$ cat config.mk
export PLATFORM = sky130hd
export DESIGN_NAME = number_to_word_tokens
export DESIGN_NICKNAME = d
export VERILOG_FILES = /design/src/n2w_pkg.sv /design/src/number_to_word_tokens.sv /design/src/n2w_bcd.sv /design/src/n2w_emit.sv
export SDC_FILE = /design/constraint.sdc
export NUM_CORES = 1
export LEC_CHECK = 0
export ABC_AREA = 1
export BUFFER_PORTS_ARGS = -buffer_cell sky130_fd_sc_hd__buf_2
export CAP_MARGIN = 5
export CORE_MARGIN = 3
export CORE_UTILIZATION = 55
export CTS_CLUSTER_SIZE = 30
export DETAILED_ROUTE_END_ITERATION = 7
export GPL_ROUTABILITY_DRIVEN = 0
export PLACE_DENSITY = 0.74
export SKIP_LAST_GASP = 1
export SYNTH_ARGS = -nofsm -noshare
export SYNTH_HDL_FRONTEND = slang
export SYNTH_HIERARCHICAL = 1
export SYNTH_SLANG_ARGS = --single-unit
$ cat constraint.sdc
create_clock -name aclk -period 4.9 [get_ports aclk]
set_input_delay 0.245 -clock aclk [delete_from_list [all_inputs] [get_ports aclk]]
set_output_delay 0.245 -clock aclk [all_outputs]
set_load 0.005 [all_outputs]
$ cat src/n2w_pkg.sv
// ----------------------------------------------------------------------------
// n2w_pkg
// shared widths, token codes and the conversion result type for the
// number to word token block
// ----------------------------------------------------------------------------
package n2w_pkg;

    localparam int unsigned VALUE_W  = 31;
    localparam int unsigned WORD_W   = 5;
    localparam int unsigned DIGITS   = 10;
    localparam int unsigned BCD_W    = 4 * DIGITS;
    localparam int unsigned S_DATA_W = 32;
    localparam int unsigned M_DATA_W = 8;

    // token codes
    localparam logic [WORD_W-1:0] TOK_ZERO      = 5'd0;
    localparam logic [WORD_W-1:0] TOK_TEN       = 5'd10;
    localparam logic [WORD_W-1:0] TOK_TENS_BASE = 5'd18;
    localparam logic [WORD_W-1:0] TOK_HUNDRED   = 5'd28;
    localparam logic [WORD_W-1:0] TOK_THOUSAND  = 5'd29;
    localparam logic [WORD_W-1:0] TOK_MILLION   = 5'd30;
    localparam logic [WORD_W-1:0] TOK_BILLION   = 5'd31;

    // status and digits from the binary to bcd converter
    typedef struct packed {
        logic             busy;
        logic             done;
        logic [BCD_W-1:0] digits;
    } n2w_bcd_res_t;

endpackage

$ cat src/number_to_word_tokens.sv
// ----------------------------------------------------------------------------
// number_to_word_tokens
// reads a 31-bit value out as a run of english word tokens, one per transfer
// flow: the value is converted in the bit-serial bcd unit, then handed to the
//   token sequencer; a new value is taken only while both of them are idle
// sequencer: five phases in each upper group, the unit group closes by its
//   ones phase; output stalls hold the sequencer
// reset: aresetn synchronous active low clears all control state
// ----------------------------------------------------------------------------
module number_to_word_tokens
    import n2w_pkg::*;
(
    input  logic                aclk,
    input  logic                aresetn,
    input  logic                s_tvalid,
    output logic                s_tready,
    input  logic [S_DATA_W-1:0] s_tdata,   // [30:0] value
    output logic                m_tvalid,
    input  logic                m_tready,
    output logic [M_DATA_W-1:0] m_tdata,   // [4:0] word
    output logic                m_tlast
);

    n2w_bcd_res_t      bcd_res;
    logic              emit_busy;
    logic              in_xfer;
    logic [WORD_W-1:0] word;

    assign s_tready = !bcd_res.busy && !bcd_res.done && !emit_busy;
    assign in_xfer  = s_tvalid && s_tready;

    n2w_bcd u_bcd (
        .aclk    (aclk),
        .aresetn (aresetn),
        .start   (in_xfer),
        .value   (s_tdata[VALUE_W-1:0]),
        .res     (bcd_res)
    );

    n2w_emit u_emit (
        .aclk     (aclk),
        .aresetn  (aresetn),
        .start    (bcd_res.done),
        .digits   (bcd_res.digits),
        .busy     (emit_busy),
        .m_tvalid (m_tvalid),
        .m_tready (m_tready),
        .m_word   (word),
        .m_last   (m_tlast)
    );

    assign m_tdata = {{(M_DATA_W - WORD_W){1'b0}}, word};

endmodule

$ cat src/n2w_bcd.sv
// ----------------------------------------------------------------------------
// n2w_bcd
// bit-serial binary to bcd converter: shifts the value in msb first, one bit
// a cycle, with the add-three correction on every decimal digit
// ----------------------------------------------------------------------------
module n2w_bcd
    import n2w_pkg::*;
(
    input  logic               aclk,
    input  logic               aresetn,
    input  logic               start,
    input  logic [VALUE_W-1:0] value,
    output n2w_bcd_res_t       res
);

    localparam int unsigned CNT_W = $clog2(VALUE_W);
    localparam logic [CNT_W-1:0] CNT_LAST = CNT_W'(VALUE_W - 1);

    logic               busy_reg, busy_next;
    logic               done_reg, done_next;
    logic [CNT_W-1:0]   cnt_reg, cnt_next;
    logic [VALUE_W-1:0] shift_reg, shift_next;
    logic [BCD_W-1:0]   bcd_reg, bcd_next;
    logic [BCD_W-1:0]   adj;

    // add three to every digit of five or more before the shift
    always_comb begin
        for (int i = 0; i < DIGITS; i++) begin
            if (bcd_reg[4*i +: 4] >= 4'd5) begin
                adj[4*i +: 4] = bcd_reg[4*i +: 4] + 4'd3;
            end else begin
                adj[4*i +: 4] = bcd_reg[4*i +: 4];
            end
        end
    end

    always_comb begin
        busy_next  = busy_reg;
        done_next  = 1'b0;
        cnt_next   = cnt_reg;
        shift_next = shift_reg;
        bcd_next   = bcd_reg;
        if (start) begin
            busy_next  = 1'b1;
            cnt_next   = '0;
            shift_next = value;
            bcd_next   = '0;
        end else if (busy_reg) begin
            bcd_next   = {adj[BCD_W-2:0], shift_reg[VALUE_W-1]};
            shift_next = {shift_reg[VALUE_W-2:0], 1'b0};
            cnt_next   = cnt_reg + 1'b1;
            if (cnt_reg == CNT_LAST) begin
                busy_next = 1'b0;
                done_next = 1'b1;
            end
        end
    end

    always_ff @(posedge aclk) begin
        if (!aresetn) begin
            busy_reg <= 1'b0;
            done_reg <= 1'b0;
            cnt_reg  <= '0;
        end else begin
            busy_reg <= busy_next;
            done_reg <= done_next;
            cnt_reg  <= cnt_next;
        end
        shift_reg <= shift_next;
        bcd_reg   <= bcd_next;
    end

    assign res.busy   = busy_reg;
    assign res.done   = done_reg;
    assign res.digits = bcd_reg;

`ifndef SYNTHESIS
    a_cnt_range: assert property (@(posedge aclk) disable iff (!aresetn)
        busy_reg |-> cnt_reg <= CNT_LAST)
        else $error("bit counter past the last input bit");

    a_done_after_busy: assert property (@(posedge aclk) disable iff (!aresetn)
        done_reg |-> $past(busy_reg) && !busy_reg)
        else $error("conversion done without a running conversion");

    a_top_digit: assert property (@(posedge aclk) disable iff (!aresetn)
        done_reg |-> bcd_reg[BCD_W-1 -: 4] <= 4'd2)
        else $error("billions digit out of range");
`endif

endmodule

$ cat src/n2w_emit.sv
// ----------------------------------------------------------------------------
// n2w_emit
// token sequencer: walks the billion, million, thousand and unit groups of the
// decimal digits and emits at most one word token per step into the output register
// ----------------------------------------------------------------------------
module n2w_emit
    import n2w_pkg::*;
(
    input  logic              aclk,
    input  logic              aresetn,
    input  logic              start,
    input  logic [BCD_W-1:0]  digits,
    output logic              busy,
    output logic              m_tvalid,
    input  logic              m_tready,
    output logic [WORD_W-1:0] m_word,
    output logic              m_last
);

    localparam logic [2:0] PH_HUND  = 3'd0;
    localparam logic [2:0] PH_HWORD = 3'd1;
    localparam logic [2:0] PH_TENS  = 3'd2;
    localparam logic [2:0] PH_ONES  = 3'd3;
    localparam logic [2:0] PH_SCALE = 3'd4;

    logic              active_reg, active_next;
    logic              zero_reg, zero_next;
    logic [1:0]        grp_reg, grp_next;
    logic [2:0]        ph_reg, ph_next;
    logic [BCD_W-1:0]  dig_reg, dig_next;
    logic              valid_reg, valid_next;
    logic [WORD_W-1:0] word_reg, word_next;
    logic              last_reg, last_next;

    logic [3:0]        h, t, o;
    logic [3:0]        nz;
    logic              lower_nz;
    logic              tok_vld, tok_last;
    logic [WORD_W-1:0] tok;
    logic              out_free, advance;

    assign nz[3] = |dig_reg[39:36];
    assign nz[2] = |dig_reg[35:24];
    assign nz[1] = |dig_reg[23:12];
    assign nz[0] = |dig_reg[11:0];

    always_comb begin
        case (grp_reg)
            2'd3: begin
                h = 4'd0; t = 4'd0; o = dig_reg[39:36];
                lower_nz = |nz[2:0];
            end
            2'd2: begin
                h = dig_reg[35:32]; t = dig_reg[31:28]; o = dig_reg[27:24];
                lower_nz = |nz[1:0];
            end
            2'd1: begin
                h = dig_reg[23:20]; t = dig_reg[19:16]; o = dig_reg[15:12];
                lower_nz = nz[0];
            end
            default: begin
                h = dig_reg[11:8]; t = dig_reg[7:4]; o = dig_reg[3:0];
                lower_nz = 1'b0;
            end
        endcase
    end

    // token of the current step and whether nothing follows it
    always_comb begin
        tok_vld  = 1'b0;
        tok      = TOK_ZERO;
        tok_last = 1'b0;
        if (zero_reg) begin
            tok_vld  = 1'b1;
            tok_last = 1'b1;
        end else begin
            case (ph_reg)
                PH_HUND: begin
                    tok_vld = (h != 4'd0);
                    tok     = {1'b0, h};
                end
                PH_HWORD: begin
                    tok_vld  = (h != 4'd0);
                    tok      = TOK_HUNDRED;
                    tok_last = (grp_reg == 2'd0) && (t == 4'd0) && (o == 4'd0);
                end
                PH_TENS: begin
                    if (t >= 4'd2) begin
                        tok_vld  = 1'b1;
                        tok      = TOK_TENS_BASE + {1'b0, t};
                        tok_last = (grp_reg == 2'd0) && (o == 4'd0);
                    end else if (t == 4'd1) begin
                        // teens
                        tok_vld  = 1'b1;
                        tok      = TOK_TEN + {1'b0, o};
                        tok_last = (grp_reg == 2'd0);
                    end else begin
                        tok_vld  = (o != 4'd0);
                        tok      = {1'b0, o};
                        tok_last = (grp_reg == 2'd0);
                    end
                end
                PH_ONES: begin
                    tok_vld  = (t >= 4'd2) && (o != 4'd0);
                    tok      = {1'b0, o};
                    tok_last = (grp_reg == 2'd0);
                end
                PH_SCALE: begin
                    tok_vld  = (grp_reg != 2'd0) && nz[grp_reg];
                    tok_last = !lower_nz;
                    case (grp_reg)
                        2'd3:    tok = TOK_BILLION;
                        2'd2:    tok = TOK_MILLION;
                        default: tok = TOK_THOUSAND;
                    endcase
                end
                default: begin
                    tok_vld = 1'b0;
                end
            endcase
        end
    end

    assign out_free = !valid_reg || m_tready;
    assign advance  = active_reg && (!tok_vld || out_free);

    always_comb begin
        active_next = active_reg;
        zero_next   = zero_reg;
        grp_next    = grp_reg;
        ph_next     = ph_reg;
        dig_next    = dig_reg;
        valid_next  = valid_reg;
        word_next   = word_reg;
        last_next   = last_reg;

        if (valid_reg && m_tready) begin
            valid_next = 1'b0;
        end

        if (start) begin
            active_next = 1'b1;
            zero_next   = (digits == '0);
            grp_next    = 2'd3;
            ph_next     = PH_HUND;
            dig_next    = digits;
        end else if (advance) begin
            if (tok_vld) begin
                valid_next = 1'b1;
                word_next  = tok;
                last_next  = tok_last;
            end
            if (tok_vld && tok_last) begin
                active_next = 1'b0;
            end else if (ph_reg == PH_SCALE) begin
                if (grp_reg == 2'd0) begin
                    active_next = 1'b0;
                end else begin
                    grp_next = grp_reg - 2'd1;
                    ph_next  = PH_HUND;
                end
            end else begin
                ph_next = ph_reg + 3'd1;
            end
        end
    end

    always_ff @(posedge aclk) begin
        if (!aresetn) begin
            active_reg <= 1'b0;
            valid_reg  <= 1'b0;
            zero_reg   <= 1'b0;
            grp_reg    <= 2'd3;
            ph_reg     <= PH_HUND;
        end else begin
            active_reg <= active_next;
            valid_reg  <= valid_next;
            zero_reg   <= zero_next;
            grp_reg    <= grp_next;
            ph_reg     <= ph_next;
        end
        dig_reg  <= dig_next;
        word_reg <= word_next;
        last_reg <= last_next;
    end

    assign busy     = active_reg;
    assign m_tvalid = valid_reg;
    assign m_word   = word_reg;
    assign m_last   = last_reg;

`ifndef SYNTHESIS
    a_start_idle: assert property (@(posedge aclk) disable iff (!aresetn)
        start |-> !active_reg)
        else $error("sequencer started while still emitting");

    a_last_ends_run: assert property (@(posedge aclk) disable iff (!aresetn)
        (advance && tok_vld && tok_last && !start) |=> !active_reg && valid_reg && last_reg)
        else $error("run not closed after its final token");

    a_unit_scale: assert property (@(posedge aclk) disable iff (!aresetn)
        (active_reg && !zero_reg && grp_reg == 2'd0 && ph_reg == PH_SCALE) |-> !tok_vld)
        else $error("scale word raised for the unit group");

    a_no_overwrite: assert property (@(posedge aclk) disable iff (!aresetn)
        (valid_reg && !m_tready) |=> $stable(word_reg) && $stable(last_reg))
        else $error("pending token overwritten");
`endif

endmodule
==> flow_summary.yaml, run 1 <==
status:
  status: "complete, no violations"
timing:
  fin_setup_tns_ps: 0
  final-setup-viol-count: 0
  clock_skew_ps: 8.83
  min_period_over_period: 0.614
  hold_slack_ps: 90.5
  clock.fmax_mhz: 332
  rsz0062_at_grt: "no"
  slew_violations: 0
  worst_pin_slew_ps: 965
  slew_headroom: 0.357
  hold_viol: 0
  min_period_ps: 3010
die:
  die_h_um: 118
  dieWidth_um: 118
  start_util: 0.569
  dieArea_sq_um: 14000
  ios: 47
  rows: 40
  coreArea_sq_um: 12200
power_and_ir_drop:
  p_clk_frac: 0.484
  cellPowerDensity_nw_per_um2: 346
  power_leakage_uw: 0.00366
  p_int_uw: 2120
  switching_share: 0.215
  power_frac_seq: 0.462
  p_sw_uw: 579
  pwr-share-comb: 0.054
  ir_drop_mv: 0.223
global_routing:
  grt_pass1_wl_um: 23400
  antenna_found_initial: 0
  gr-total-overflow: 0
  grt_pass1_vias: 5130
  grt_max_degree: 45
  grt_use_total: 0.203
worst_hold_path:
  min_path_cells: 3
  hold_path_class: "in2reg"
synth:
  synth.distinct_cells: 42
  synth_area_per_cell_sq_um: 8.13
  yosysSeqAreaShare: 0.493
  yosys_warnings: 6
  syn-cell-area_sq_um: 6920
  synth_cells: 851
  ys_seq_elements: 132
finish:
  instances_no_fill: 1072
  multi_input_area_sq_um: 3020
  layout_common_cells: "nand2_1 (302), inv_1 (78), edfxtp_1 (77)"
  n_fill_cell: 1033
  insertedDiodeCount: 0
  mostFrequentLayoutCell: "nand2_1"
  final_layout_size_suffix_gt1_frac: 0.116
  fin_util: 0.642
  ff_latch_area_sq_um: 3410
  areaGrowthSynthToFinish_pct: 12.9
  finalInstanceArea_sq_um: 7810
  nets: 960
cts:
  hold_buffers: 0
  clock_latency_ps: 410
  cts_buffer_depth: 2
  cts_setup_buffers: 0
  htree_levels: 4
  post_cts_resized: 0
  cts_tree: "done"
  numCtsBuffers: 17
  cts_sinks: 132
  clk_pin_slew_ps: 60
  cts-root-buf: "clkbuf_16"
detailed_routing:
  wirelength_um: 13600
  drc: 0
  vias: 5541
  wl_per_cell_um: 12.7
  ant_nets: 0
  drtPass1Iterations: 5
  vias_per_cell: 5.17
  drt-initial-drc-count: 323
placed_design:
  io_buffers: 42
  detailed_place_hpwl_um: 9270
  placed_cell_area_sq_um: 7190
  dp.cells: 1040
setup_path:
  crit_family: "simple AND/OR/NAND/NOR gates"
  critPathMaxStageDelay_ps: 440
  worstSetupPathType: "reg2reg"
  start_kind: "flip-flop"
  reg2reg_depth: 13
  crit_chain: "inv_1, ha_1, inv_4, nor2_1, nor2_1, nor2_1, nand2_1, nand3_1, nand2_1, o21bai_2, nand2_2, nand3_1, nor2_1"
  cpMaxStageDelayCell: "nor2_1"
  crit_buf_inv: 2
  critPathCaptureType: "flip-flop"
  critPathArrivalTime_ps: 3060
  cp.depth: 13
  crit_path_frequent_cell: "nor2_1"
  crit_required_ps: 4950
  worstPathMaxFanout: 22
run:
  cap_violations: 0
-- final cells by class --
cell class,count,share of cell area
multi-input cells,612,0.386
clock buffers,17,0.0545
clock inverters,15,0.0242
inverters,82,0.0401
repair buffers,46,0.0308
well taps,168,0.0269
flip-flops and latches,132,0.437
-- synthesized netlist by cell type (all sizes together) --
cell     instances  share of area
nand2          309           0.17
inv             82          0.045
nand3           79          0.060
edfxtp          77           0.33
nor2            76          0.045
dfxtp           55           0.16
o21ai           44          0.032
ha              33          0.060
buf             21          0.024
a21oi           20          0.016
nand4           13          0.012
nor4            10         0.0090
clkbuf           6         0.0033
or2              4         0.0040
nor3b            3         0.0040
a211oi           2         0.0022
a221oi           2         0.0025
a41oi            2         0.0025
and2             2         0.0018
o2111ai          2         0.0025
or3              2         0.0018
xor2             2         0.0025
a31oi            1        0.00091
conb             1        0.00054
nor3             1        0.00072
o211ai           1         0.0011
o21bai           1         0.0016
-- power groups by stage --
stage                     Combinational [uW]  Sequential [uW]  Clock (uW)
after floorplan                          111             1260           0
after global placement                   146             1270           0
after detailed placement                 147             1270           0
after CTS                                148             1250        1330
after global routing                     169             1250        1380
final                                    147             1250        1310
-- per-layer routing --
metal,vias up,global-route usage,wire (um)
met5,-,0,0
met4,0,0.0703,243
met3,25,0.0512,592
met2,124,0.318,6350
met1,2523,0.274,6430
li1,2869,-,-
-- tightest hold or removal path: stages --
cell and delay, ps:
buf_2 70, nand2_1 40, inv_1 40
-- per-stage QoR --
step | total power [uW] | setup slack, ps
after floorplan | 1370 | 2380
after global placement | 1410 | 1940
after detailed placement | 1410 | 1910
after CTS | 2730 | 1870
after global routing | 2800 | 1600
final | 2700 | 1890
-- cell families (layout without fill, tap and decap cells) --
logic type / after synthesis / count (layout) / share of synthesized area
simple gates: 499 / 499 / 0.310
flops: 132 / 132 / 0.493
buf+inv: 109 / 160 / 0.0720
compound gates: 75 / 75 / 0.0613
fa+ha+maj: 33 / 33 / 0.0597
xor+xnor: 2 / 2 / 0.00253
other cells: 1 / 3 / 0.000542
-- final timing paths --
path                                       start                          endpoint  slack [ps]
setup / recovery  u_emit/grp_reg[0]$_SDFFE_PP1P_           u_emit/m_last$_DFFE_PP_        1890
setup reg to reg  u_emit/grp_reg[0]$_SDFFE_PP1P_           u_emit/m_last$_DFFE_PP_        1890
hold / removal                        s_tdata[0]  u_bcd/shift_reg[0]$_SDFFCE_PN0P_          90
hold reg to reg    u_bcd/shift_reg[30]$_DFFE_PP_     u_bcd/bcd_reg[0]$_SDFFE_PP0P_         460
Note: power is estimated with default switching activity, not from simulation.
==> run 2: changes to the inputs <==
Clock period 4.9 ns to 2.9 ns, I/O delays scaled along.
==> run 2 against run 1 <==
Net effect: worst hold slack got worse by 77 ps; register-to-register slack worse by 1600 ps; clock power is 57% higher; worst setup slack got worse by 1600 ps; total power rose by 65%; critical endpoint is now u_emit/grp_reg[0]$_SDFFE_PP1P_.
==> flow_summary.yaml, run 2 (synthesis gave the netlist of run 1 again) <==
timing:
  final-setup-viol-count: 0
  min_period_over_period: 0.901
  rsz0062_at_grt: "no"
  min_period_ps: 2610
  worst_pin_slew_ps: 674
  slew_violations: 0
  clock_skew_ps: 6.39
  hold_viol: 0
  clock.fmax_mhz: 383
  fin_setup_tns_ps: 0
  slew_headroom: 0.550
setup_path:
  crit_required_ps: 3190
  critPathMaxStageDelay_ps: 300
  worstSetupPathType: "reg2reg"
  crit_path_frequent_cell: "inv_1"
  cpMaxStageDelayCell: "dfxtp_1"
  start_kind: "flip-flop"
  reg2reg_from: "u_emit/grp_reg[0]$_SDFFE_PP1P_"
  r2r_end: "u_emit/grp_reg[0]$_SDFFE_PP1P_"
  crit_family: "simple AND/OR/NAND/NOR gates"
  crit_buf_inv: 6
  worstPathMaxFanout: 22
  crit_chain: "inv_1, ha_2, inv_6, or2_1, nand2_4, inv_1, nor2_2, inv_2, nand3_1, nand2_1, o21bai_2, nand2_2, buf_4, nand2_2, inv_1, o21ai_0, nand3_1"
  reg2reg_depth: 17
  r2r_slack_ps: 290
  critPathCaptureType: "flip-flop"
  critPathArrivalTime_ps: 2910
cts:
  cts_tree: "done"
  clock_latency_ps: 420
  numCtsBuffers: 17
  cts_buffer_depth: 2
  htree_levels: 4
  cts_sinks: 132
  cts-root-buf: "clkbuf_16"
  clk_pin_slew_ps: 50
detailed_routing:
  drtPass1Iterations: 5
  drt-initial-drc-count: 409
  drc: 0
  vias: 5750
  vias_per_cell: 5.19
  wl_per_cell_um: 13.0
  wirelength_um: 14300
  ant_nets: 0
placed_design:
  dp.cells: 1048
  detailed_place_hpwl_um: 9580
  placed_cell_area_sq_um: 7250
  io_buffers: 42
power_and_ir_drop:
  ir_drop_mv: 0.556
  cellPowerDensity_nw_per_um2: 547
  power_leakage_uw: 0.00380
die:
  dieArea_sq_um: 14000
  ios: 47
  rows: 40
  start_util: 0.569
  dieWidth_um: 118
  die_h_um: 118
  coreArea_sq_um: 12200
global_routing:
  antenna_found_initial: 0
  grt_use_total: 0.214
  grt_pass1_vias: 5302
  gr-total-overflow: 0
  grt_max_degree: 44
  grt_pass1_wl_um: 24500
finish:
  final_layout_size_suffix_gt1_frac: 0.116
  areaGrowthSynthToFinish_pct: 17.3
  insertedDiodeCount: 0
  n_fill_cell: 969
  nets: 995
  fin_util: 0.667
  finalInstanceArea_sq_um: 8110
  instances_no_fill: 1107
  layout_common_cells: "nand2_1 (302), inv_1 (78), edfxtp_1 (77)"
  mostFrequentLayoutCell: "nand2_1"
worst_hold_path:
  whs_endpoint: "u_bcd/shift_reg[14]$_DFFE_PP_"
  min_path_cells: 3
  hp-start: "s_tdata[14]"
  hold_path_class: "in2reg"
status:
  status: "complete, no violations"
run:
  cap_violations: 0
==> run 2: changes by cell type in the layout (fill, tap and decap cells not counted), sizes merged <==
cell,delta
buf,+8
bufinv,-4
clkbuf,+13
clkinv,-5
clkinvlp,-4
dlygate4sd3,+27
==> run 2: how the worst max path moves through the flow <==
stage                                   start                        endpoint  depth (start not counted)
5_1_grt        u_emit/grp_reg[0]$_SDFFE_PP1P_  u_emit/grp_reg[0]$_SDFFE_PP1P_                         17
6_report       u_emit/grp_reg[0]$_SDFFE_PP1P_  u_emit/grp_reg[0]$_SDFFE_PP1P_                         17
2_1_floorplan  u_emit/grp_reg[0]$_SDFFE_PP1P_         u_emit/m_last$_DFFE_PP_                         16
4_1_cts        u_emit/grp_reg[0]$_SDFFE_PP1P_  u_emit/m_word[1]$_SDFFCE_PP0P_                         14
3_3_place_gp   u_emit/grp_reg[1]$_SDFFE_PP1P_  u_emit/m_word[1]$_SDFFCE_PP0P_                         14
3_5_place_dp   u_emit/grp_reg[0]$_SDFFE_PP1P_  u_emit/m_word[1]$_SDFFCE_PP0P_                         14
==> run 2: layer usage <==
layer / track usage / part of all wire / wire length (um)
met1: 0.280 / 0.46 / 6570
met2: 0.344 / 0.47 / 6720
met3: 0.0526 / 0.051 / 736
met4: 0.0857 / 0.022 / 317
met5: 0 / 0 / 0
==> run 2: worst reg2reg max path, cell delays in order, from the launching register on <==
cell,delay [ps]
dfxtp_1,300
inv_1,180
ha_2,270
inv_6,90
or2_1,250
nand2_4,100
inv_1,70
nor2_2,200
inv_2,80
nand3_1,90
nand2_1,70
o21bai_2,120
nand2_2,70
buf_4,150
nand2_2,130
inv_1,60
o21ai_0,160
nand3_1,80
==> run 2: final cells by class <==
| cell class | count | area, sq um | area share |
|---|---|---|---|
| sequential | 132 | 3420 | 0.421 |
| multi-input combinational | 612 | 3020 | 0.372 |
| clock inverter | 2 | 10.0 | 0.00123 |
| clock buffer | 30 | 568 | 0.0700 |
| inverter | 82 | 315 | 0.0389 |
| tap | 168 | 210 | 0.0259 |
| timing repair buffer | 81 | 571 | 0.0703 |
==> run 2: report_power, final <==
part / internal [uW] / switching (uW) / total [uW] / leakage [uW]
clock: 1310 / 742 / 2060 / 0.000284
combinational: 103 / 175 / 278 / 0.00231
sequential: 2070 / 31.4 / 2110 / 0.00120
==> run 2: per-stage QoR <==
step / hold slack, ps / power, uW / setup slack [ps]
2_1_floorplan: 273 / 2320 / 376
3_3_place_gp: 407 / 2390 / 283
3_5_place_dp: 408 / 2390 / 254
4_1_cts: 0.682 / 4480 / 239
5_1_grt: 16.3 / 4610 / 8.68
6_report: 13.2 / 4440 / 287
==> run 2: what timing repair did <==
item | in CTS | in global routing
endpoints found under the hold margin | 27 | 0
hold buffers | 27 | 0
gates resized for setup | 0 | 4
setup endpoints to repair | 0 | 11
setup buffers | 0 | 0
==> run 3: changes to the inputs <==
Settings changed: CTS_BUF_LIST set to sky130_fd_sc_hd__clkbuf_4 sky130_fd_sc_hd__clkbuf_8.
==> run 3 against run 2 <==
Net effect: largest power group unchanged; highest routed layer unchanged; largest cell class unchanged; final cell count is 0.36% higher; global-route usage fell by 0.29 points; critical endpoint unchanged; sequential power is essentially flat.
==> flow_summary.yaml, run 3 (synthesis gave the netlist of run 1 again) <==
die:
  ios: 47
  coreArea_sq_um: 12200
  dieWidth_um: 118
  start_util: 0.569
  dieArea_sq_um: 14000
  die_h_um: 118
  rows: 40
timing:
  fin_setup_tns_ps: 0
  hold_slack_ps: 37.5
  final-setup-viol-count: 0
  slew_violations: 0
  hold_viol: 0
  slew_headroom: 0.546
  worst_pin_slew_ps: 680
  clock.fmax_mhz: 384
  min_period_ps: 2600
  min_period_over_period: 0.898
  rsz0062_at_grt: "no"
  clock_skew_ps: 8.06
cts:
  clk_pin_slew_ps: 70
  clock_latency_ps: 430
  cts_buffer_depth: 2
  numCtsBuffers: 17
  cts_sinks: 132
  cts-root-buf: "clkbuf_8"
  htree_levels: 4
  cts_tree: "done"
  cts_setup_buffers: 0
setup_path:
  worstPathMaxFanout: 22
  critPathArrivalTime_ps: 2920
  crit_required_ps: 3210
  start_kind: "flip-flop"
  critPathCaptureType: "flip-flop"
  worstSetupPathType: "reg2reg"
finish:
  insertedDiodeCount: 0
  areaGrowthSynthToFinish_pct: 15.7
  mostFrequentLayoutCell: "nand2_1"
  final_layout_size_suffix_gt1_frac: 0.123
  nets: 999
  n_fill_cell: 987
  layout_common_cells: "nand2_1 (302), inv_1 (78), edfxtp_1 (77)"
power_and_ir_drop:
  p_sw_uw: 867
  p_int_uw: 3160
  cellPowerDensity_nw_per_um2: 504
  pwr-share-comb: 0.070
  ir_drop_mv: 0.457
  power_frac_seq: 0.522
  p_clk_frac: 0.408
  power_leakage_uw: 0.00376
  switching_share: 0.215
placed_design:
  io_buffers: 42
  detailed_place_hpwl_um: 9580
global_routing:
  use_met2: 0.337
  grt_use_met3: 0.0517
  grt_pass1_vias: 5261
  grt_max_degree: 44
  gr-total-overflow: 0
  top_usage_layer: "met2"
  grt_util_met1: 0.284
  grt_pass1_wl_um: 24400
  grt_use_total: 0.212
  antenna_found_initial: 0
detailed_routing:
  wirelength_um: 14200
  vias: 5718
  wl_per_cell_um: 12.8
  ant_nets: 0
  vias_per_cell: 5.15
  drt-initial-drc-count: 389
  drc: 0
  drtPass1Iterations: 5
run:
  cap_violations: 0
status:
  status: "complete, no violations"
worst_hold_path:
  hold_path_class: "in2reg"
[run 3: cell count changes in the layout (fill, tap and decap cells not counted)]
cell | previous run | this run
clkbuf_8 | 3 | 20
clkbuf_4 | 0 | 7
bufinv_16 | 0 | 3
dlygate4sd3_1 | 27 | 31
clkbuf_16 | 20 | 0
clkbuf_1 | 7 | 0
[run 3: worst max-delay path, stage by stage (launching register included)]
cell      delay (ps)
dfxtp_1          310
inv_1            180
ha_2             260
inv_6             90
or2_1            250
nand2_4          100
inv_1             60
nor2_2           190
inv_2             80
nand3_1          100
nand2_1           70
o21bai_2         130
nand2_2           70
buf_4            150
nand2_2          130
inv_1             60
o21ai_0          160
nand3_1           80
[run 3: area by class of cell]
class / count / area [sq um] / share of cell area
clock buffers: 27 / 328 / 0.0410
inverters: 82 / 315 / 0.0394
multi-input cells: 612 / 3020 / 0.378
flip-flops and latches: 132 / 3420 / 0.427
well taps: 168 / 210 / 0.0263
clock inverters: 5 / 100 / 0.0125
repair buffers: 85 / 611 / 0.0763
[run 3: worst paths after layout]
check                                 startpoint                             end  slack, ps  cells past startpoint
setup / recovery  u_emit/grp_reg[0]$_SDFFE_PP1P_  u_emit/grp_reg[0]$_SDFFE_PP1P_        300                     17
hold reg to reg    u_bcd/shift_reg[30]$_DFFE_PP_   u_bcd/bcd_reg[0]$_SDFFE_PP0P_        460                      2
hold / removal                        s_tdata[1]    u_bcd/shift_reg[1]$_DFFE_PP_         40                      3
setup reg to reg  u_emit/grp_reg[0]$_SDFFE_PP1P_  u_emit/grp_reg[0]$_SDFFE_PP1P_        300                     17
[run 3: metal layers]
metal  wire (um)  vias up
li1            -     2936
met1        6610     2586
met5           0        -
met4         275        0
met2        6690      166
met3         648       30
[run 3: repair_timing]
item,in CTS,in global routing
resized for setup,0,4
hold buffers,31,0
setup endpoints to repair,0,11
endpoints found under the hold margin,31,0
[run 3: power groups by stage]
stage | Clock [uW] | Sequential, uW | Combinational, uW
finish | 1640 | 2100 | 284
global route | 1770 | 2110 | 323
CTS | 1680 | 2100 | 282
detailed placement | 0 | 2140 | 251
global placement | 0 | 2140 | 247
floorplan | 0 | 2130 | 187
[run 3: metrics by stage]
stage / total power, uW / setup slack [ps] / utilization / cell area, sq um / cells
floorplan: 2320 / 376 / - / 6920 / 853
global placement: 2390 / 283 / 0.596 / 7250 / 1048
detailed placement: 2390 / 254 / 0.596 / 7250 / 1048
CTS: 4060 / 238 / 0.657 / 7990 / 1111
global route: 4210 / 23.6 / 0.658 / 8000 / 1111
finish: 4030 / 295 / 0.658 / 8000 / 1111
